[config.mk]
export PLATFORM = sky130hd
export DESIGN_NAME = date_offset_by_days
export DESIGN_NICKNAME = d
export VERILOG_FILES = /design/src/rtl/core/dobd_pkg.sv /design/src/rtl/core/dobd_datapath.sv /design/src/rtl/core/dobd_ctrl.sv /design/src/rtl/core/date_offset_by_days.sv
export SDC_FILE = /design/constraint.sdc
export NUM_CORES = 1
export LEC_CHECK = 0
export BUFFER_PORTS_ARGS = -buffer_cell sky130_fd_sc_hd__clkbuf_2
export CORE_MARGIN = 1
export CORE_UTILIZATION = 50
export DETAILED_ROUTE_END_ITERATION = 6
export PLACE_DENSITY = 0.79
export SLEW_MARGIN = 20
export SYNTH_ARGS = -nofsm -noshare
export SYNTH_HDL_FRONTEND = slang
export SYNTH_SLANG_ARGS = --single-unit
[constraint.sdc]
create_clock -name clock -period 6.8 [get_ports clock]
set_input_delay 0.68 -clock clock [delete_from_list [all_inputs] [get_ports clock]]
set_output_delay 0.68 -clock clock [all_outputs]
set_load 0.01 [all_outputs]
[src/rtl/core/dobd_pkg.sv]
// ----------------------------------------------------------------------------
// Date offset package
// Shared constants, types and calendar helper functions for the date offset
// block.
// ----------------------------------------------------------------------------
package dobd_pkg;

   localparam int OFFSET_BITS_DEFAULT = 20;
   localparam int YEAR_BITS_DEFAULT   = 14;

   // Direction of the move carried by the command field of an item.
   localparam logic CMD_FORWARD  = 1'b0;
   localparam logic CMD_BACKWARD = 1'b1;

   // Length of the Gregorian leap cycle in years.
   localparam logic [8:0] CYCLE_YEARS = 9'd400;
   localparam logic [8:0] CYCLE_LAST  = 9'd399;
   localparam logic [8:0] CENTURY_1   = 9'd100;
   localparam logic [8:0] CENTURY_2   = 9'd200;
   localparam logic [8:0] CENTURY_3   = 9'd300;

   localparam logic [8:0] DAYS_COMMON_YEAR = 9'd365;
   localparam logic [8:0] DAYS_LEAP_YEAR   = 9'd366;

   localparam logic [3:0] MONTH_JAN = 4'd1;
   localparam logic [3:0] MONTH_FEB = 4'd2;
   localparam logic [3:0] MONTH_DEC = 4'd12;

   typedef enum logic [1:0] {
      STATUS_OK      = 2'd0,
      STATUS_INVALID = 2'd1,
      STATUS_RANGE   = 2'd2
   } status_type;

   typedef enum logic [2:0] {
      ST_IDLE,
      ST_REDUCE,
      ST_CHECK,
      ST_FWD_YEAR,
      ST_BACK_YEAR,
      ST_MONTH,
      ST_DONE
   } state_type;

   // Commands from the controller to the datapath.
   typedef struct packed {
      logic load;
      logic reduce;
      logic check;
      logic mark_invalid;
      logic mark_range;
      logic fwd_year;
      logic back_year;
      logic month_step;
      logic publish;
   } cmd_type;

   // Status from the datapath to the controller.
   typedef struct packed {
      logic reduce_done;
      logic start_bad;
      logic backward;
      logic back_in_year;
      logic fwd_done;
      logic fwd_range;
      logic back_done;
      logic back_range;
      logic month_done;
   } stat_type;

   // A year is a leap year when it is divisible by 4, except for the century
   // years that are not divisible by 400. The position within the 400 year
   // cycle carries the century information.
   function automatic logic is_leap(input logic [1:0] year_low, input logic [8:0] cycle_pos);
      is_leap = (year_low == 2'd0) && (cycle_pos != CENTURY_1) &&
                (cycle_pos != CENTURY_2) && (cycle_pos != CENTURY_3);
   endfunction

   function automatic logic [4:0] month_days(input logic [3:0] month, input logic leap);
      logic [4:0] len;
      unique case (month)
         4'd1, 4'd3, 4'd5, 4'd7, 4'd8, 4'd10, 4'd12: len = 5'd31;
         4'd4, 4'd6, 4'd9, 4'd11:                   len = 5'd30;
         4'd2:                                      len = leap ? 5'd29 : 5'd28;
         default:                                   len = 5'd0;
      endcase
      month_days = len;
   endfunction

   // Days in the months before the given month of a common year.
   function automatic logic [8:0] days_before(input logic [3:0] month);
      logic [8:0] days;
      unique case (month)
         4'd1:    days = 9'd0;
         4'd2:    days = 9'd31;
         4'd3:    days = 9'd59;
         4'd4:    days = 9'd90;
         4'd5:    days = 9'd120;
         4'd6:    days = 9'd151;
         4'd7:    days = 9'd181;
         4'd8:    days = 9'd212;
         4'd9:    days = 9'd243;
         4'd10:   days = 9'd273;
         4'd11:   days = 9'd304;
         4'd12:   days = 9'd334;
         default: days = 9'd0;
      endcase
      days_before = days;
   endfunction

endpackage

[src/rtl/core/dobd_datapath.sv]
// ----------------------------------------------------------------------------
// Date offset datapath
// Holds the working date, the remaining day count and the result register,
// and steps them under command of the controller.
// ----------------------------------------------------------------------------
module dobd_datapath import dobd_pkg::*; #(
   parameter int YEAR_BITS   = YEAR_BITS_DEFAULT,
   parameter int OFFSET_BITS = OFFSET_BITS_DEFAULT
) (
   input  logic                   clock,
   input  logic                   reset,
   input  cmd_type                cmd,
   output stat_type               stat,
   input  logic                   req_command,
   input  logic [YEAR_BITS-1:0]   req_start_year,
   input  logic [3:0]             req_start_month,
   input  logic [4:0]             req_start_day,
   input  logic [OFFSET_BITS-1:0] req_day_offset,
   output logic [YEAR_BITS-1:0]   rsp_result_year,
   output logic [3:0]             rsp_result_month,
   output logic [4:0]             rsp_result_day,
   output logic [1:0]             rsp_status
);

   localparam int REM_W = OFFSET_BITS + 2;
   localparam int WORK_W = (YEAR_BITS > 9) ? YEAR_BITS : 9;
   localparam logic [YEAR_BITS-1:0] YEAR_MAX = {YEAR_BITS{1'b1}};
   localparam logic [YEAR_BITS-1:0] YEAR_ONE = YEAR_BITS'(1);

   logic                   back_ff;
   logic [YEAR_BITS-1:0]   year_ff;
   logic [3:0]             month_ff;
   logic [4:0]             day_ff;
   logic [OFFSET_BITS-1:0] off_ff;
   logic [WORK_W-1:0]      work_ff;
   logic [8:0]             cycle_ff;
   logic [REM_W-1:0]       rem_ff;
   status_type             code_ff;
   logic [YEAR_BITS-1:0]   out_year_ff;
   logic [3:0]             out_month_ff;
   logic [4:0]             out_day_ff;
   status_type             out_status_ff;

   logic                 leap_cur;
   logic                 leap_prev;
   logic [8:0]           ylen_cur;
   logic [8:0]           ylen_prev;
   logic [YEAR_BITS-1:0] year_prev;
   logic [8:0]           cycle_prev;
   logic [8:0]           cycle_next;
   logic [4:0]           mlen;
   logic [REM_W-1:0]     doy;
   logic [REM_W-1:0]     off_ext;

   always_comb begin
      leap_cur   = is_leap(year_ff[1:0], cycle_ff);
      ylen_cur   = leap_cur ? DAYS_LEAP_YEAR : DAYS_COMMON_YEAR;
      year_prev  = year_ff - YEAR_ONE;
      cycle_prev = (cycle_ff == 9'd0) ? CYCLE_LAST : cycle_ff - 9'd1;
      cycle_next = (cycle_ff == CYCLE_LAST) ? 9'd0 : cycle_ff + 9'd1;
      leap_prev  = is_leap(year_prev[1:0], cycle_prev);
      ylen_prev  = leap_prev ? DAYS_LEAP_YEAR : DAYS_COMMON_YEAR;
      mlen       = month_days(month_ff, leap_cur);
      off_ext    = REM_W'(off_ff);
      // Zero-based day of the year of the start date.
      doy = REM_W'(days_before(month_ff)) + REM_W'(day_ff) - REM_W'(1) +
            REM_W'((month_ff > MONTH_FEB) && leap_cur);

      stat.reduce_done  = work_ff < WORK_W'(CYCLE_YEARS);
      stat.start_bad    = (year_ff == '0) || (month_ff == 4'd0) || (month_ff > MONTH_DEC) ||
                          (day_ff == 5'd0) || (day_ff > mlen);
      stat.backward     = back_ff;
      stat.back_in_year = off_ext <= doy;
      stat.fwd_done     = rem_ff < REM_W'(ylen_cur);
      stat.fwd_range    = (rem_ff >= REM_W'(ylen_cur)) && (year_ff == YEAR_MAX);
      stat.back_done    = rem_ff <= REM_W'(ylen_prev);
      stat.back_range   = year_ff == YEAR_ONE;
      stat.month_done   = rem_ff < REM_W'(mlen);
   end

   always_ff @(posedge clock) begin
      if (cmd.load) begin
         back_ff  <= req_command;
         year_ff  <= req_start_year;
         month_ff <= req_start_month;
         day_ff   <= req_start_day;
         off_ff   <= req_day_offset;
         work_ff  <= WORK_W'(req_start_year);
         code_ff  <= STATUS_OK;
      end
      if (cmd.reduce) begin
         if (!stat.reduce_done) begin
            work_ff <= work_ff - WORK_W'(CYCLE_YEARS);
         end else begin
            cycle_ff <= work_ff[8:0];
         end
      end
      if (cmd.check) begin
         month_ff <= MONTH_JAN;
         if (back_ff) begin
            rem_ff <= stat.back_in_year ? doy - off_ext : off_ext - doy;
         end else begin
            rem_ff <= doy + off_ext;
         end
      end
      if (cmd.mark_invalid) begin
         code_ff <= STATUS_INVALID;
      end
      if (cmd.mark_range) begin
         code_ff <= STATUS_RANGE;
      end
      if (cmd.fwd_year) begin
         rem_ff   <= rem_ff - REM_W'(ylen_cur);
         year_ff  <= year_ff + YEAR_ONE;
         cycle_ff <= cycle_next;
      end
      if (cmd.back_year) begin
         year_ff  <= year_prev;
         cycle_ff <= cycle_prev;
         // The remaining count is a deficit below January 1 until it fits.
         rem_ff   <= stat.back_done ? REM_W'(ylen_prev) - rem_ff : rem_ff - REM_W'(ylen_prev);
      end
      if (cmd.month_step) begin
         rem_ff   <= rem_ff - REM_W'(mlen);
         month_ff <= month_ff + 4'd1;
      end
      if (cmd.publish) begin
         out_status_ff <= code_ff;
         if (code_ff == STATUS_OK) begin
            out_year_ff  <= year_ff;
            out_month_ff <= month_ff;
            out_day_ff   <= rem_ff[4:0] + 5'd1;
         end else begin
            out_year_ff  <= '0;
            out_month_ff <= '0;
            out_day_ff   <= '0;
         end
      end
   end

   assign rsp_result_year  = out_year_ff;
   assign rsp_result_month = out_month_ff;
   assign rsp_result_day   = out_day_ff;
   assign rsp_status       = out_status_ff;

   // A forward year step never runs past the last representable year.
   a_fwd_year_in_range: assert property (@(posedge clock) disable iff (reset)
      cmd.fwd_year |-> (year_ff != YEAR_MAX))
      else $error("forward year step at the last year");

   // The month walk always stops within December.
   a_month_walk_bound: assert property (@(posedge clock) disable iff (reset)
      cmd.month_step |-> (month_ff < MONTH_DEC))
      else $error("month walk ran past December");

   // A backward year step never goes below year one.
   a_back_year_in_range: assert property (@(posedge clock) disable iff (reset)
      cmd.back_year |-> (year_ff != YEAR_ONE))
      else $error("backward year step below year one");

endmodule

[src/rtl/core/dobd_ctrl.sv]
// ----------------------------------------------------------------------------
// Date offset controller
// Sequences the reduction, validation, year walk and month walk of one item,
// and owns the handshake of both channels.
// ----------------------------------------------------------------------------
module dobd_ctrl import dobd_pkg::*; (
   input  logic     clock,
   input  logic     reset,
   input  logic     req_valid,
   output logic     req_stall,
   output logic     rsp_valid,
   input  logic     rsp_stall,
   input  stat_type stat,
   output cmd_type  cmd
);

   state_type state_ff;
   state_type state_in;
   logic      rsp_valid_ff;
   logic      rsp_valid_in;
   logic      out_free;

   always_ff @(posedge clock) begin
      if (reset) begin
         state_ff     <= ST_IDLE;
         rsp_valid_ff <= 1'b0;
      end else begin
         state_ff     <= state_in;
         rsp_valid_ff <= rsp_valid_in;
      end
   end

   always_comb begin
      out_free  = !rsp_valid_ff || !rsp_stall;
      req_stall = (state_ff != ST_IDLE);
      cmd       = '0;
      state_in  = state_ff;
      unique case (state_ff)
         ST_IDLE: begin
            if (req_valid) begin
               cmd.load = 1'b1;
               state_in = ST_REDUCE;
            end
         end
         ST_REDUCE: begin
            cmd.reduce = 1'b1;
            if (stat.reduce_done) begin
               state_in = ST_CHECK;
            end
         end
         ST_CHECK: begin
            cmd.check = 1'b1;
            priority if (stat.start_bad) begin
               cmd.mark_invalid = 1'b1;
               state_in         = ST_DONE;
            end else if (stat.backward) begin
               state_in = stat.back_in_year ? ST_MONTH : ST_BACK_YEAR;
            end else begin
               state_in = ST_FWD_YEAR;
            end
         end
         ST_FWD_YEAR: begin
            priority if (stat.fwd_range) begin
               cmd.mark_range = 1'b1;
               state_in       = ST_DONE;
            end else if (stat.fwd_done) begin
               state_in = ST_MONTH;
            end else begin
               cmd.fwd_year = 1'b1;
            end
         end
         ST_BACK_YEAR: begin
            if (stat.back_range) begin
               cmd.mark_range = 1'b1;
               state_in       = ST_DONE;
            end else begin
               cmd.back_year = 1'b1;
               if (stat.back_done) begin
                  state_in = ST_MONTH;
               end
            end
         end
         ST_MONTH: begin
            if (stat.month_done) begin
               state_in = ST_DONE;
            end else begin
               cmd.month_step = 1'b1;
            end
         end
         ST_DONE: begin
            if (out_free) begin
               cmd.publish = 1'b1;
               state_in    = ST_IDLE;
            end
         end
         default: begin
            state_in = ST_IDLE;
         end
      endcase
      rsp_valid_in = cmd.publish || (rsp_valid_ff && rsp_stall);
   end

   assign rsp_valid = rsp_valid_ff;

   // An accepted item always starts with the leap cycle reduction.
   a_accept_starts_reduce: assert property (@(posedge clock) disable iff (reset)
      (req_valid && !req_stall) |=> (state_ff == ST_REDUCE))
      else $error("accepted item did not enter reduction");

   // A result is never written over one that is still waiting.
   a_no_overwrite: assert property (@(posedge clock) disable iff (reset)
      cmd.publish |-> (!rsp_valid_ff || !rsp_stall))
      else $error("result overwritten while stalled");

   // A new result appears only after the controller finished an item.
   a_result_from_done: assert property (@(posedge clock) disable iff (reset)
      $rose(rsp_valid_ff) |-> ($past(state_ff) == ST_DONE))
      else $error("result raised outside the finishing state");

endmodule

[src/rtl/core/date_offset_by_days.sv]
// ----------------------------------------------------------------------------
// Date offset by days
// The time from acceptance to a valid result grows with the number of leap
// cycle subtractions, the years crossed and the months walked; the year walk
// steps one year per cycle.
// Throughput: one item at a time; the next is accepted once the previous
// result sits in the output register. Reset is synchronous, active high,
// and clears the controller state and the result valid flag.
// ----------------------------------------------------------------------------
module date_offset_by_days import dobd_pkg::*; #(
   parameter int YEAR_BITS   = YEAR_BITS_DEFAULT,
   parameter int OFFSET_BITS = OFFSET_BITS_DEFAULT
) (
   input  logic                   clock,
   input  logic                   reset,
   input  logic                   req_valid,
   output logic                   req_stall,
   input  logic                   req_command,
   input  logic [YEAR_BITS-1:0]   req_start_year,
   input  logic [3:0]             req_start_month,
   input  logic [4:0]             req_start_day,
   input  logic [OFFSET_BITS-1:0] req_day_offset,
   output logic                   rsp_valid,
   input  logic                   rsp_stall,
   output logic [YEAR_BITS-1:0]   rsp_result_year,
   output logic [3:0]             rsp_result_month,
   output logic [4:0]             rsp_result_day,
   output logic [1:0]             rsp_status
);

   // The controller and the datapath talk only through these two bundles.
   // An item is taken in only while the controller is idle. Its year is
   // first reduced modulo 400 by repeated subtraction, which gives the
   // position in the leap cycle that the leap rule needs. The start date is
   // then validated and turned into a day of the year. A forward move walks
   // whole years and then months; a backward move that leaves the start year
   // walks back whole years until the remaining deficit fits in one.
   // The finished date is copied into the output register, so the next item
   // may be accepted while that result still waits to be taken.
   cmd_type  cmd;
   stat_type stat;

   dobd_ctrl u_ctrl (
      .clock     (clock),
      .reset     (reset),
      .req_valid (req_valid),
      .req_stall (req_stall),
      .rsp_valid (rsp_valid),
      .rsp_stall (rsp_stall),
      .stat      (stat),
      .cmd       (cmd)
   );

   dobd_datapath #(
      .YEAR_BITS   (YEAR_BITS),
      .OFFSET_BITS (OFFSET_BITS)
   ) u_datapath (
      .clock            (clock),
      .reset            (reset),
      .cmd              (cmd),
      .stat             (stat),
      .req_command      (req_command),
      .req_start_year   (req_start_year),
      .req_start_month  (req_start_month),
      .req_start_day    (req_start_day),
      .req_day_offset   (req_day_offset),
      .rsp_result_year  (rsp_result_year),
      .rsp_result_month (rsp_result_month),
      .rsp_result_day   (rsp_result_day),
      .rsp_status       (rsp_status)
   );

endmodule
* Yosys cells after proc, flatten, opt, wreduce, memory -nomap -nowiden *
Memory sizes are Yosys's and may differ from the RTL's. A register that Yosys moved wholly into a read port is not among the register bits.
Index checks and enable logic that the tools add are counted.

storage, ports and cells
  word-level logic and storage cells = 169
  output and inout bits = 27
  register bits = 120
  input port bits = 48
  memory bits (read-only) = 144
  memories = 1

memory list
  name             depth  width  read ports  clocked after Yosys merged registers in  write ports  line            RTL
  (no name shown)  16     9      1           1                                        0            dobd_pkg.sv:93  unique case (month)

cells by class
  magnitude comparators = 9
  multiplexer cells = 58
  $add $sub $neg = 17
  eq/ne operators = 33
  reduce and logical (&&, ||, !) cells = 36

operators with widths
  operator                                             count
  2-to-1 mux 22 bit                                    7
  2-to-1 mux 14 bit                                    6
  2-to-1 mux 9 bit                                     6
  subtractor 22 x 9 -> 22 bit                          2
  2-to-1 mux 3 bit                                     10
  adder 22 x 1 -> 22 bit                               1
  adder 22 x 20 -> 22 bit                              1
  greater-or-equal comparator 22 x 9 -> 1 bit          1
  less-or-equal comparator 20 x 22 -> 1 bit            1
  less-or-equal comparator 22 x 9 -> 1 bit             1
  < comparator 22 x 5 -> 1 bit                         1
  < comparator 22 x 9 -> 1 bit                         1
  subtractor 20 x 22 -> 22 bit                         1
  subtractor 22 x 1 -> 22 bit, second input constant   1
  subtractor 22 x 20 -> 22 bit                         1
  subtractor 22 x 5 -> 22 bit                          1
  subtractor 9 x 22 -> 22 bit                          1
  one-hot mux 3 bit (7 select lines)                   1
  equality test 4 bit, second input constant           5
  != test 9 x 7 -> 1 bit, second input constant        2
  != test 9 x 8 -> 1 bit, second input constant        2
  != test 9 bit, second input constant                 2
  2-to-1 mux 1 bit                                     17
  equality test 4 x 3 -> 1 bit, second input constant  4
  other kinds (44)                                     77

* Logic depth before layout (Yosys ltp) *
Gate-level depths: netlist (run 1).

  word-level depth = 14
  gate-level depth with buffers = 30
  gate-level depth less buffers = 26

* Modules after synthesis *
Synthesis (run 1) repeated with hierarchy kept, for this count alone.

unflattened totals
  cell total of the unflattened synthesis = 1517
  area, all modules = 12540.8 µm²

by module, submodules not included
  module         area each (µm²)  cells each  sequential area each (µm²)  times used
  dobd_datapath  12161.7          1464        3543.4                      1
  dobd_ctrl      379.1            53          80.1                        1

* Least setup slack after synthesis (run 1) *
No wires, ideal clock.

  kind = reg-to-reg
  from = register u_datapath.cycle_ff[6]
  to = register u_datapath.rem_ff[9], data pin
  data required time = 6525 ps
  setup slack = 1224 ps
  arrival = 5300 ps
  setup time = 275 ps
  period minus slack after synthesis = 5576 ps
  stages on the path, launching flop included = 29
  buffers on the path = 4
  cells stage by stage = edfxtp_1 -> clkbuf_1 -> o21ai_0 -> a41oi_1 -> or4b_2 -> nand2_1 -> inv_1 -> nand2_1 -> ha_1 -> ha_1 -> nand2_1 -> nor4_1 -> and2_1 -> clkbuf_1 -> nand3_1 -> inv_1 -> ha_1 -> buf_2 -> and4_1 -> nand3_1 -> nand3b_1 -> a21boi_0 -> nand2_1 -> nand2b_1 -> buf_4 -> mux2_1 -> a311oi_1 -> xor2_1 -> o311ai_1

between the ends
  cells in the longest elaborated chain, start to end = 13
  elaborated cells between the ends (all ways) = 46
  classes of those cells = add/sub: 9; order compare: 5; eq/ne: 6; mux: 17; reduce/logical: 9

ends and longest elaborated chain
  item                                                  line                  RTL
  from (decl)                                           dobd_datapath.sv:36   logic [8:0] cycle_ff;
  from (signal assigned)                                dobd_datapath.sv:95   cycle_ff <= work_ff[8:0];
  from (signal assigned)                                dobd_datapath.sv:115  cycle_ff <= cycle_next;
  from (signal assigned)                                dobd_datapath.sv:119  cycle_ff <= cycle_prev;
  != test 9 x 7 -> 1 bit                                dobd_pkg.sv:75        is_leap = (year_low == 2'd0) && (cycle_pos != CENTURY_1) &&
  logical AND 1 bit (2 in series)                       dobd_pkg.sv:75
  logical AND 1 bit                                     dobd_pkg.sv:76        (cycle_pos != CENTURY_2) && (cycle_pos != CENTURY_3);
  logical AND 1 bit                                     dobd_datapath.sv:67   REM_W'((month_ff > MONTH_FEB) && leap_cur);
  adder 22 x 1 -> 22 bit                                dobd_datapath.sv:66   doy = REM_W'(days_before(month_ff)) + REM_W'(day_ff) - REM_W'(1) +
  subtractor 20 x 22 -> 22 bit (tied with other cells)  dobd_datapath.sv:101  rem_ff <= stat.back_in_year ? doy - off_ext : off_ext - doy;
  2-to-1 mux 22 bit                                     dobd_datapath.sv:101
  2-to-1 mux 22 bit                                     dobd_datapath.sv:100  if (back_ff) begin
  2-to-1 mux 22 bit                                     dobd_datapath.sv:98   if (cmd.check) begin
  2-to-1 mux 22 bit                                     dobd_datapath.sv:112  if (cmd.fwd_year) begin
  2-to-1 mux 22 bit                                     dobd_datapath.sv:117  if (cmd.back_year) begin
  2-to-1 mux 22 bit (*)                                 dobd_datapath.sv:123  if (cmd.month_step) begin
  to (signal assigned)                                  dobd_datapath.sv:101
  to (signal assigned)                                  dobd_datapath.sv:113  rem_ff <= rem_ff - REM_W'(ylen_cur);
  to (signal assigned)                                  dobd_datapath.sv:124  rem_ff <= rem_ff - REM_W'(mlen);
  to (decl)                                             dobd_datapath.sv:37   logic [REM_W-1:0] rem_ff;

Mark *: on every way between the ends. The rest lies on a longest branch, timed or not. The select of a mux whose other input is x is not followed.
A chain may end at the register's enable or synchronous reset.

* Final worst setup path (run 1) *
  from = register u_datapath.cycle_ff[6]
  to = register u_datapath.rem_ff[3], data pin

The elaborated chain is that of the path after synthesis.

==> flow_metrics.tcl, run 1 <==
set metrics [dict create \
    maxCapViolations 0 \
    multi_input_area_um2 8255 \
    drtIter0Drc 1454 \
    avgSynthCellArea_um2 8.331 \
    synth_compound_area_share_pct 24.40 \
    place.gp.congestion 0.9591 \
    placed_cell_area_um2 13190 \
    clockBufferDepth 2 \
    clk_latency_ps 440 \
    coreArea_um2 24530 \
    critPathKind "reg2reg" \
    rrSetupSlack_ps 420 \
    critPathCaptureType "register" \
    skew_ps 15.37 \
    rsz0062_at_grt "no" \
    antenna_found_initial 0 \
    relSlewSlack_pct 32.73 \
    cts_inserted_buffers 17 \
    synth_edf_count 104 \
    fmaxAchievable_mhz 156.7 \
    io_pins 75 \
    rows 57 \
    critical_path_required_ps 6960 \
    seq_area_um2 3623 \
    drive_above_1_share_pct 11.93 \
    arrival_ps 6540 \
    grt_use_total_pct 28.02 \
    portBuffers 74 \
    finalSetupTns_ps 0 \
    period_needed_ps 6380 \
    dr.pass1.iters 6 \
    critPathBufInv 2 \
    rr_endpoint "u_datapath.rem_ff[3]" \
    synth_top_family_by_area "compound AO/OA/AOI/OAI gates" \
    final_antenna_net_count 0 \
    cts.sinks 129 \
    crit_fanout 11 \
    synth-seq-cells 129 \
    yosysWarnings 0 \
    timing.hold.ws_ps 409.9 \
    ys_seq_area_share_pct 28.67 \
    finalNetCount 1714 \
    synth_cells 1517 \
    cts_tree "done" \
    synthAdderAreaFrac_pct 12.43 \
    min_path_cells 1 \
    hpwl_um 26600 \
    fin_util_pct 56.43 \
    clk_pin_slew_ps 70 \
    r2r_start "u_datapath.cycle_ff[6]" \
    postLayoutCellArea_um2 13840 \
    grt_max_degree 43 \
    hold_viol_final 0 \
    whs_endpoint "u_datapath.off_ff[16]" \
    outcome "completed" \
    postRouteWirelength_um 35870 \
    synth_xor_area_share_pct 5.475 \
    start_util_pct 51.51 \
    avgRoutedWirePerCell_um 19.05 \
    grt_pass1_vias 11390 \
    via_per_inst 6.375 \
    die_h_um 161.0 \
    critPathSlowestCell "or4b_2" \
    synth-main-ff-cell "edfxtp_1" \
    fill_cells 2247 \
    path_delay_family "simple AND/OR/NAND/NOR gates" \
    cts.hold.buffers_added 0 \
    root_buffer "clkbuf_16" \
    vias 12010 \
    synth-async-reset-ratio_pct 0 \
    r2r_cells 25 \
    diodes 0 \
    setup_viol 0 \
    finalCritPeriodShare_pct 93.82 \
    route.detailed.drc 0 \
    htreeDepth 4 \
    synth_area_um2 12640 \
    die_x_um 161.0 \
    crit_top_cell "nand2_1" \
    holdCritPathClass "in2reg" \
    max_slew.worst_pin.slew_ps 999.8 \
    slew_violations 0 \
    synth_nets 1685 \
    dieArea_um2 25920 \
    max_stage_delay_ps 690 \
    grt_pass1_wl_um 58390 \
    synthToLayoutAreaGrowth_pct 9.534 \
    synth_cell_types 91 \
    synth.area.mux_share_pct 2.950 \
    cp-start-kind "register" \
    grt-ovfl-total 0 \
    synthSimpleGateAreaFrac_pct 19.82 \
    hold_path_startpoint "req_day_offset[16]" \
]
through the flow:
step                      instances  setup slack, ps
after floorplan                1517             1225
after global placement         1848            399.4
after detailed placement       1848            252.3
after CTS                      1880            219.5
after global routing           1883            79.59
final                          1883            419.9
layout make-up:
class	count	area share [%]
well taps	324	2.928
multi-input cells	1193	59.63
clock buffers	17	3.073
repair buffers	97	3.923
flip-flops and latches	129	26.17
inverters	108	2.928
clock inverters	15	1.338
metal layers:
metal	track usage, %	part of all wire, %
met1	35.68	41
met2	47.79	48
met3	4.109	7.2
met4	10.93	2.9
met5	0	0
cell families after synthesis:
kind of cell / Yosys count
AND/OR/NAND/NOR: 500
multiplexers: 35
adder cells (fa/ha/maj): 121
XOR/XNOR: 79
AO/OA/AOI/OAI: 458
flip-flops: 129
buffers and inverters: 195
registers in the layout (all words and copies together) (netlist names), named ones only:
register                     cells
u_datapath.back_ff               1
u_datapath.year_ff              14
u_datapath.rsp_result_year      14
u_datapath.cycle_ff              9
u_datapath.rem_ff               22
u_datapath.off_ff               20
u_datapath.code_ff               2
u_datapath.rsp_result_day        5
u_datapath.rsp_result_month      4
u_datapath.month_ff              4
u_datapath.rsp_status            2
u_datapath.day_ff                5
u_ctrl.rsp_valid                 1
u_datapath.work_ff              14
u_ctrl.state_ff                  3
placed cells by master, fill, tap and decap left out, drive strengths merged, types with 23 or more instances in the layout:
cell type  synthesis  layout
a21o              25      25
a21oi            125     125
buf               37      23
clkbuf            50      91
dfxtp             25      25
edfxtp           104     104
ha               112     112
inv              108     119
mux2i             27      27
nand2            111     111
nand3             43      43
nor2             139     139
nor3              50      50
o21ai             85      85
o22ai             23      23
xnor2             44      44
xor2              35      35
worst reg2reg max path: cells and delay by family, from the launching register on:
kind                     cells  cell delay (ps)
AO/OA/AOI/OAI                5              780
XOR/XNOR                     2              390
adder cells (fa/ha/maj)      3              780
buffers and inverters        2              340
flip-flops                   1              510
multiplexers                 1              350
AND/OR/NAND/NOR             12             2930
how the worst max path moves through the flow:
stage | from | slack, ps | to | cells after the start
floorplan | u_datapath.cycle_ff[6] | 1220 | u_datapath.rem_ff[9] | 28
global placement | u_datapath.cycle_ff[6] | 400 | u_datapath.rem_ff[3] | 25
detailed placement | u_datapath.cycle_ff[6] | 250 | u_datapath.rem_ff[3] | 25
CTS | u_datapath.cycle_ff[6] | 220 | u_datapath.rem_ff[3] | 25
global route | u_datapath.cycle_ff[6] | 80 | u_datapath.rem_ff[4] | 25
finish | u_datapath.cycle_ff[6] | 420 | u_datapath.rem_ff[3] | 25
cells in the mapped netlist (22+ instances only):
library cell	count	area share, %
a21o_1	25	1.5
a21oi_1	123	4.9
and2_1	22	1.1
buf_2	25	0.99
clkbuf_1	50	1.5
dfxtp_1	25	4.0
edfxtp_1	104	25
ha_1	112	11
inv_1	105	3.1
mux2i_1	26	2.1
nand2_1	111	3.3
nand3_1	43	1.7
nor2_1	137	4.1
nor3_1	48	1.9
o21ai_0	74	2.9
o22ai_1	23	1.1
xnor2_1	44	3.0
xor2_1	35	2.4
repair_timing:
item	4_1_cts	5_1_grt
buffers inserted	0	3
setup endpoints to repair	0	21
gates resized for setup	0	5
Power of run 1 is left out: the tool's default activity adds up to more than one toggle a clock period on the data nets, which glitch-free logic cannot reach.
==> run 2, diff against run 1 <==
--- a/config.mk
+++ b/config.mk
@@ -7,9 +7,9 @@
 export LEC_CHECK = 0
 export BUFFER_PORTS_ARGS = -buffer_cell sky130_fd_sc_hd__clkbuf_2
 export CORE_MARGIN = 1
-export CORE_UTILIZATION = 50
+export CORE_UTILIZATION = 60
 export DETAILED_ROUTE_END_ITERATION = 6
-export PLACE_DENSITY = 0.79
+export PLACE_DENSITY = 0.9
 export SLEW_MARGIN = 20
 export SYNTH_ARGS = -nofsm -noshare
 export SYNTH_HDL_FRONTEND = slang
==> run 2 against run 1 <==
The flow now finishes with violations (design-rule violations). Maximum frequency shrank 1.4%. Global-route usage rose by 5.4 points. Register-to-register slack got worse by 90 ps. Worst setup slack worse by 93 ps. Die area down 16%. Via count grew 1.6%. Sequential share of layout area grew 0.17 points. Clock skew fell by 2.3 ps. Utilization up 11 points. Count of clock-buffer cells in the layout did not move. First-iteration DRC count is 8.6% lower. Non-clock buffer count is 1 lower.
==> flow_metrics.tcl, run 2 (synthesis gave the netlist of run 1 again) <==
set metrics [dict create \
    final_antenna_net_count 0 \
    coreArea_um2 20430 \
    vias 12200 \
    dr.pass1.iters 7 \
    rr_endpoint "u_datapath.rem_ff[4]" \
    start_util_pct 61.86 \
    skew_ps 13.02 \
    critPathSlowestCell "or4b_2" \
    maxCapViolations 0 \
    violations "design-rule violations" \
    outcome "finished, violations left" \
    crit_top_cell "nand2_1" \
    finalSetupTns_ps 0 \
    cts.hold.buffers_added 0 \
    largest_reg_flops 22 \
    cts_inserted_buffers 17 \
    max_stage_delay_ps 670 \
    arrival_ps 6730 \
    htreeDepth 4 \
    antenna_found_initial 1 \
    finalNetCount 1713 \
    slew_violations 0 \
    largest-register "u_datapath.rem_ff" \
    die_h_um 147.1 \
    holdCritPathClass "in2reg" \
    hpwl_um 26180 \
    fmaxAchievable_mhz 154.5 \
    root_buffer "clkbuf_16" \
    crit_fanout 11 \
    critPathCaptureType "register" \
    layout_commonest_cell "nor2_1" \
    dieArea_um2 21650 \
    critical_path_required_ps 7060 \
    place.gp.congestion 0.9727 \
    finalCritPeriodShare_pct 95.19 \
    rrSetupSlack_ps 330 \
    grt_pass1_vias 11560 \
    r2r_start "u_datapath.cycle_ff[6]" \
    critPathKind "reg2reg" \
    cts_tree "done" \
    clk_latency_ps 440 \
    clk_pin_slew_ps 70 \
    top_regs "u_datapath.rem_ff (22), u_datapath.off_ff (20)" \
    synthToLayoutAreaGrowth_pct 8.830 \
    grt_max_degree 43 \
    hold_viol_final 0 \
    r2r_cells 25 \
    grt_use_total_pct 33.39 \
    die_x_um 147.1 \
    relSlewSlack_pct 40.62 \
    drtIter0Drc 1329 \
    io_pins 75 \
    route.detailed.drc 2 \
    drive_above_1_share_pct 11.94 \
    final_cell_mix "nor2_1, a21oi_1, nand2_1, ha_1, inv_1" \
    cts.sinks 129 \
    period_needed_ps 6473 \
    clockBufferDepth 2 \
    cp-start-kind "register" \
    crit_end "u_datapath.rem_ff[4]" \
    setup_viol 0 \
    grt_pass1_wl_um 57840 \
    rsz0062_at_grt "no" \
    avgRoutedWirePerCell_um 19.62 \
    via_per_inst 6.671 \
    max_slew.worst_pin.slew_ps 882.7 \
    cp-startpoint "u_datapath.cycle_ff[6]" \
    grt-ovfl-total 0 \
    rows 52 \
    postRouteWirelength_um 35880 \
    portBuffers 74 \
]
[run 2: how the worst min path moves through the flow]
stage                     slack [ps]                    from                        to  cells past startpoint
after floorplan                  410   u_datapath.code_ff[0]  u_datapath.rsp_status[0]                      0
after global placement           480  u_datapath.work_ff[12]    u_datapath.work_ff[12]                      2
after detailed placement         500  u_datapath.work_ff[12]    u_datapath.work_ff[12]                      2
after CTS                        400      req_day_offset[15]     u_datapath.off_ff[15]                      1
after global routing             400      req_day_offset[14]     u_datapath.off_ff[14]                      1
final                            410        req_start_day[2]      u_datapath.day_ff[2]                      1
[run 2: layout make-up]
cell class / count / area [µm²]
inverter: 108 / 405.4
tap: 270 / 337.8
antenna: 1 / 2.502
fill: 1600 / 6675
multi-input combinational: 1193 / 8258
clock buffer: 17 / 425.4
sequential: 129 / 3623
clock inverter: 15 / 166.4
timing repair buffer: 96 / 535.5
[run 2: metal layers]
layer	wire (µm)	up-vias	GRT usage [%]	part of all wire [%]
met5	0	-	0	0
met4	1475	0	16.86	4.1
met3	3226	150	5.590	9.0
met2	17200	758	55.92	48
met1	13980	5674	41.47	39
li1	-	5620	-	-
[run 2: repair_timing]
action	in CTS	in global routing
gates resized for setup	0	6
buffers inserted	0	4
setup endpoints to repair	0	21
[run 2: critical path, delay by kind of cell, from the launching register on]
family,cells,cell delay (ps)
compound gates,5,950
xor+xnor,1,230
fa+ha+maj,3,780
buf+inv,2,360
flops,1,520
mux,2,440
simple gates,12,2990
[run 2: stage by stage]
stage	cell area, µm²	hold WS [ps]	worst slack (ps)	util (%)	cells
finish	13750	406.1	327.2	67.33	1829
global route	13750	399.1	42.55	67.31	1828
CTS	13700	402.2	122.8	67.07	1824
detailed placement	13110	501.4	290.3	64.17	1792
global placement	13110	477.2	483.7	64.17	1792
floorplan	12640	406.4	1225	-	1517
Power of run 2 is left out for the same reason.
==> run 3, diff against run 2 <==
--- a/config.mk
+++ b/config.mk
@@ -7,9 +7,9 @@
 export LEC_CHECK = 0
 export BUFFER_PORTS_ARGS = -buffer_cell sky130_fd_sc_hd__clkbuf_2
 export CORE_MARGIN = 1
-export CORE_UTILIZATION = 60
+export CORE_UTILIZATION = 63
 export DETAILED_ROUTE_END_ITERATION = 6
-export PLACE_DENSITY = 0.9
+export PLACE_DENSITY = 0.93
 export SLEW_MARGIN = 20
 export SYNTH_ARGS = -nofsm -noshare
 export SYNTH_HDL_FRONTEND = slang
==> run 3 against run 2 <==
Wire length barely moved. Worst hold slack about the same. Utilization grew 2.7 points. Die area decreased by 4.7%. The run still ends with design-rule violations left. Maximum frequency increased by 1.3%.
==> flow_metrics.tcl, run 3 (synthesis gave the netlist of run 1 again) <==
set metrics [dict create \
    outcome "finished, violations left" \
    violations "design-rule violations" \
    grt_pass1_wl_um 56970 \
    io_pins 75 \
    crit_chain "o21ai_0, a41oi_1, or4b_2, nand2_1, inv_1, nand2_1, ha_1, ha_1, nand2_1, or2_2, xnor2_1, ha_1, a21o_1, a221oi_2, nor3b_1, o21ai_0, nand2_1, nand2b_1, buf_4, mux2_2, a21oi_1, xnor2_1, o221ai_1" \
    via_per_inst 6.713 \
    cts_tree "done" \
    top_regs "u_datapath.rem_ff (22), u_datapath.off_ff (20)" \
    grt_use_total_pct 35.34 \
    postRouteWirelength_um 35850 \
    post_cts_buffers 0 \
    grt-ovfl-total 0 \
    grt_max_degree 43 \
    place.gp.congestion 0.9940 \
    max_stage_delay_ps 670 \
    maxCapViolations 0 \
    final_cell_mix "nor2_1, a21oi_1, nand2_1, ha_1, inv_1" \
    diodes 0 \
    vias 12220 \
    cp-start-kind "register" \
    rows 51 \
    relSlewSlack_pct 31.32 \
    synthToLayoutAreaGrowth_pct 8.573 \
    htreeDepth 4 \
    dr.pass1.iters 7 \
    crit_fanout 12 \
    skew_ps 13.10 \
    cts_inserted_buffers 17 \
    critPathKind "reg2reg" \
    critPathCaptureType "register" \
    largest-register "u_datapath.rem_ff" \
    holdCritPathClass "in2reg" \
    finalCritPeriodShare_pct 93.96 \
    grt_pass1_vias 11680 \
    period_needed_ps 6389 \
    drive_above_1_share_pct 11.64 \
    hpwl_um 25820 \
    clk_pin_slew_ps 70 \
    finalNetCount 1710 \
    hold_viol_final 0 \
    path_delay_family "simple AND/OR/NAND/NOR gates" \
    clockBufferDepth 2 \
    slew_violations 0 \
    route.detailed.drc 1 \
    setup_viol 0 \
    avgRoutedWirePerCell_um 19.70 \
    critPathSlowestCell "or4b_2" \
    layout_commonest_cell "nor2_1" \
    coreArea_um2 19590 \
    die_h_um 143.6 \
    drtIter0Drc 1211 \
    cts.sinks 129 \
    dieArea_um2 20630 \
    largest_reg_flops 22 \
    rsz0062_at_grt "no" \
    finalSetupTns_ps 0 \
    start_util_pct 64.51 \
    root_buffer "clkbuf_16" \
    arrival_ps 6560 \
    portBuffers 74 \
    die_x_um 143.6 \
    crit_top_cell "nand2_1" \
    clk_latency_ps 450 \
    final_antenna_net_count 0 \
    critical_path_required_ps 6970 \
    max_slew.worst_pin.slew_ps 1021 \
    antenna_found_initial 0 \
    fmaxAchievable_mhz 156.5 \
    critPathBufInv 2 \
]
==> run 3: changes by cell type in the layout (fill, tap and decap cells not counted), moves of 2 or more <==
cell / delta
buf_4: -3
clkinv_4: +3
ha_1: +2
ha_2: -2
inv_6: -3
inv_8: +2
==> run 3: final timing paths <==
kind	to	slack, ps	start	cells after the start
max	u_datapath.rem_ff[3]	410	u_datapath.cycle_ff[6]	23
max reg2reg	u_datapath.rem_ff[3]	410	u_datapath.cycle_ff[6]	23
min reg2reg	u_datapath.work_ff[12]	520	u_datapath.work_ff[12]	2
min	u_datapath.day_ff[3]	410	req_start_day[3]	1
==> run 3: layout make-up <==
cell class / count / area (µm²)
multi-input combinational: 1193 / 8258
fill: 1532 / 5868
sequential: 129 / 3623
timing repair buffer: 93 / 513.0
clock buffer: 17 / 425.4
inverter: 108 / 405.4
tap: 265 / 331.6
clock inverter: 15 / 165.2
==> run 3: stage by stage <==
step / setup slack (ps) / std cells / hold slack (ps) / util, % / instance area, µm²
after floorplan: 1225 / 1517 / 406.4 / - / 12640
after global placement: 499.9 / 1788 / 476.8 / 66.93 / 13110
after detailed placement: 323.3 / 1788 / 501.5 / 66.93 / 13110
after CTS: 327.9 / 1820 / 403.4 / 69.94 / 13700
after global routing: 44.05 / 1820 / 397.0 / 70.05 / 13720
final: 410.5 / 1820 / 405.9 / 70.05 / 13720
==> run 3: worst reg2reg max path: cells and delay by family (launching register included) <==
kind                       cells  cell delay, ps
and+or+nand+nor                8            2210
DFF                            1             510
muxes                          1             360
xor gates and xnor gates       2             410
adders and majority gates      3             810
AOI/OAI and AO/OA              7            1470
buffers and inverters          2             370
==> run 3: per-layer routing <==
| layer | routed length [µm] | GRT usage, % |
|---|---|---|
| met5 | 0 | 0 |
| met4 | 1545 | 19.04 |
| met3 | 3308 | 7.064 |
| met2 | 17100 | 59.91 |
| met1 | 13900 | 42.10 |
==> run 3: what timing repair did <==
action / in CTS / in global routing
hold buffers: 0 / 0
gates resized for setup: 0 / 4
endpoints found under the setup margin: 0 / 21
Power of run 3 is left out for the same reason.
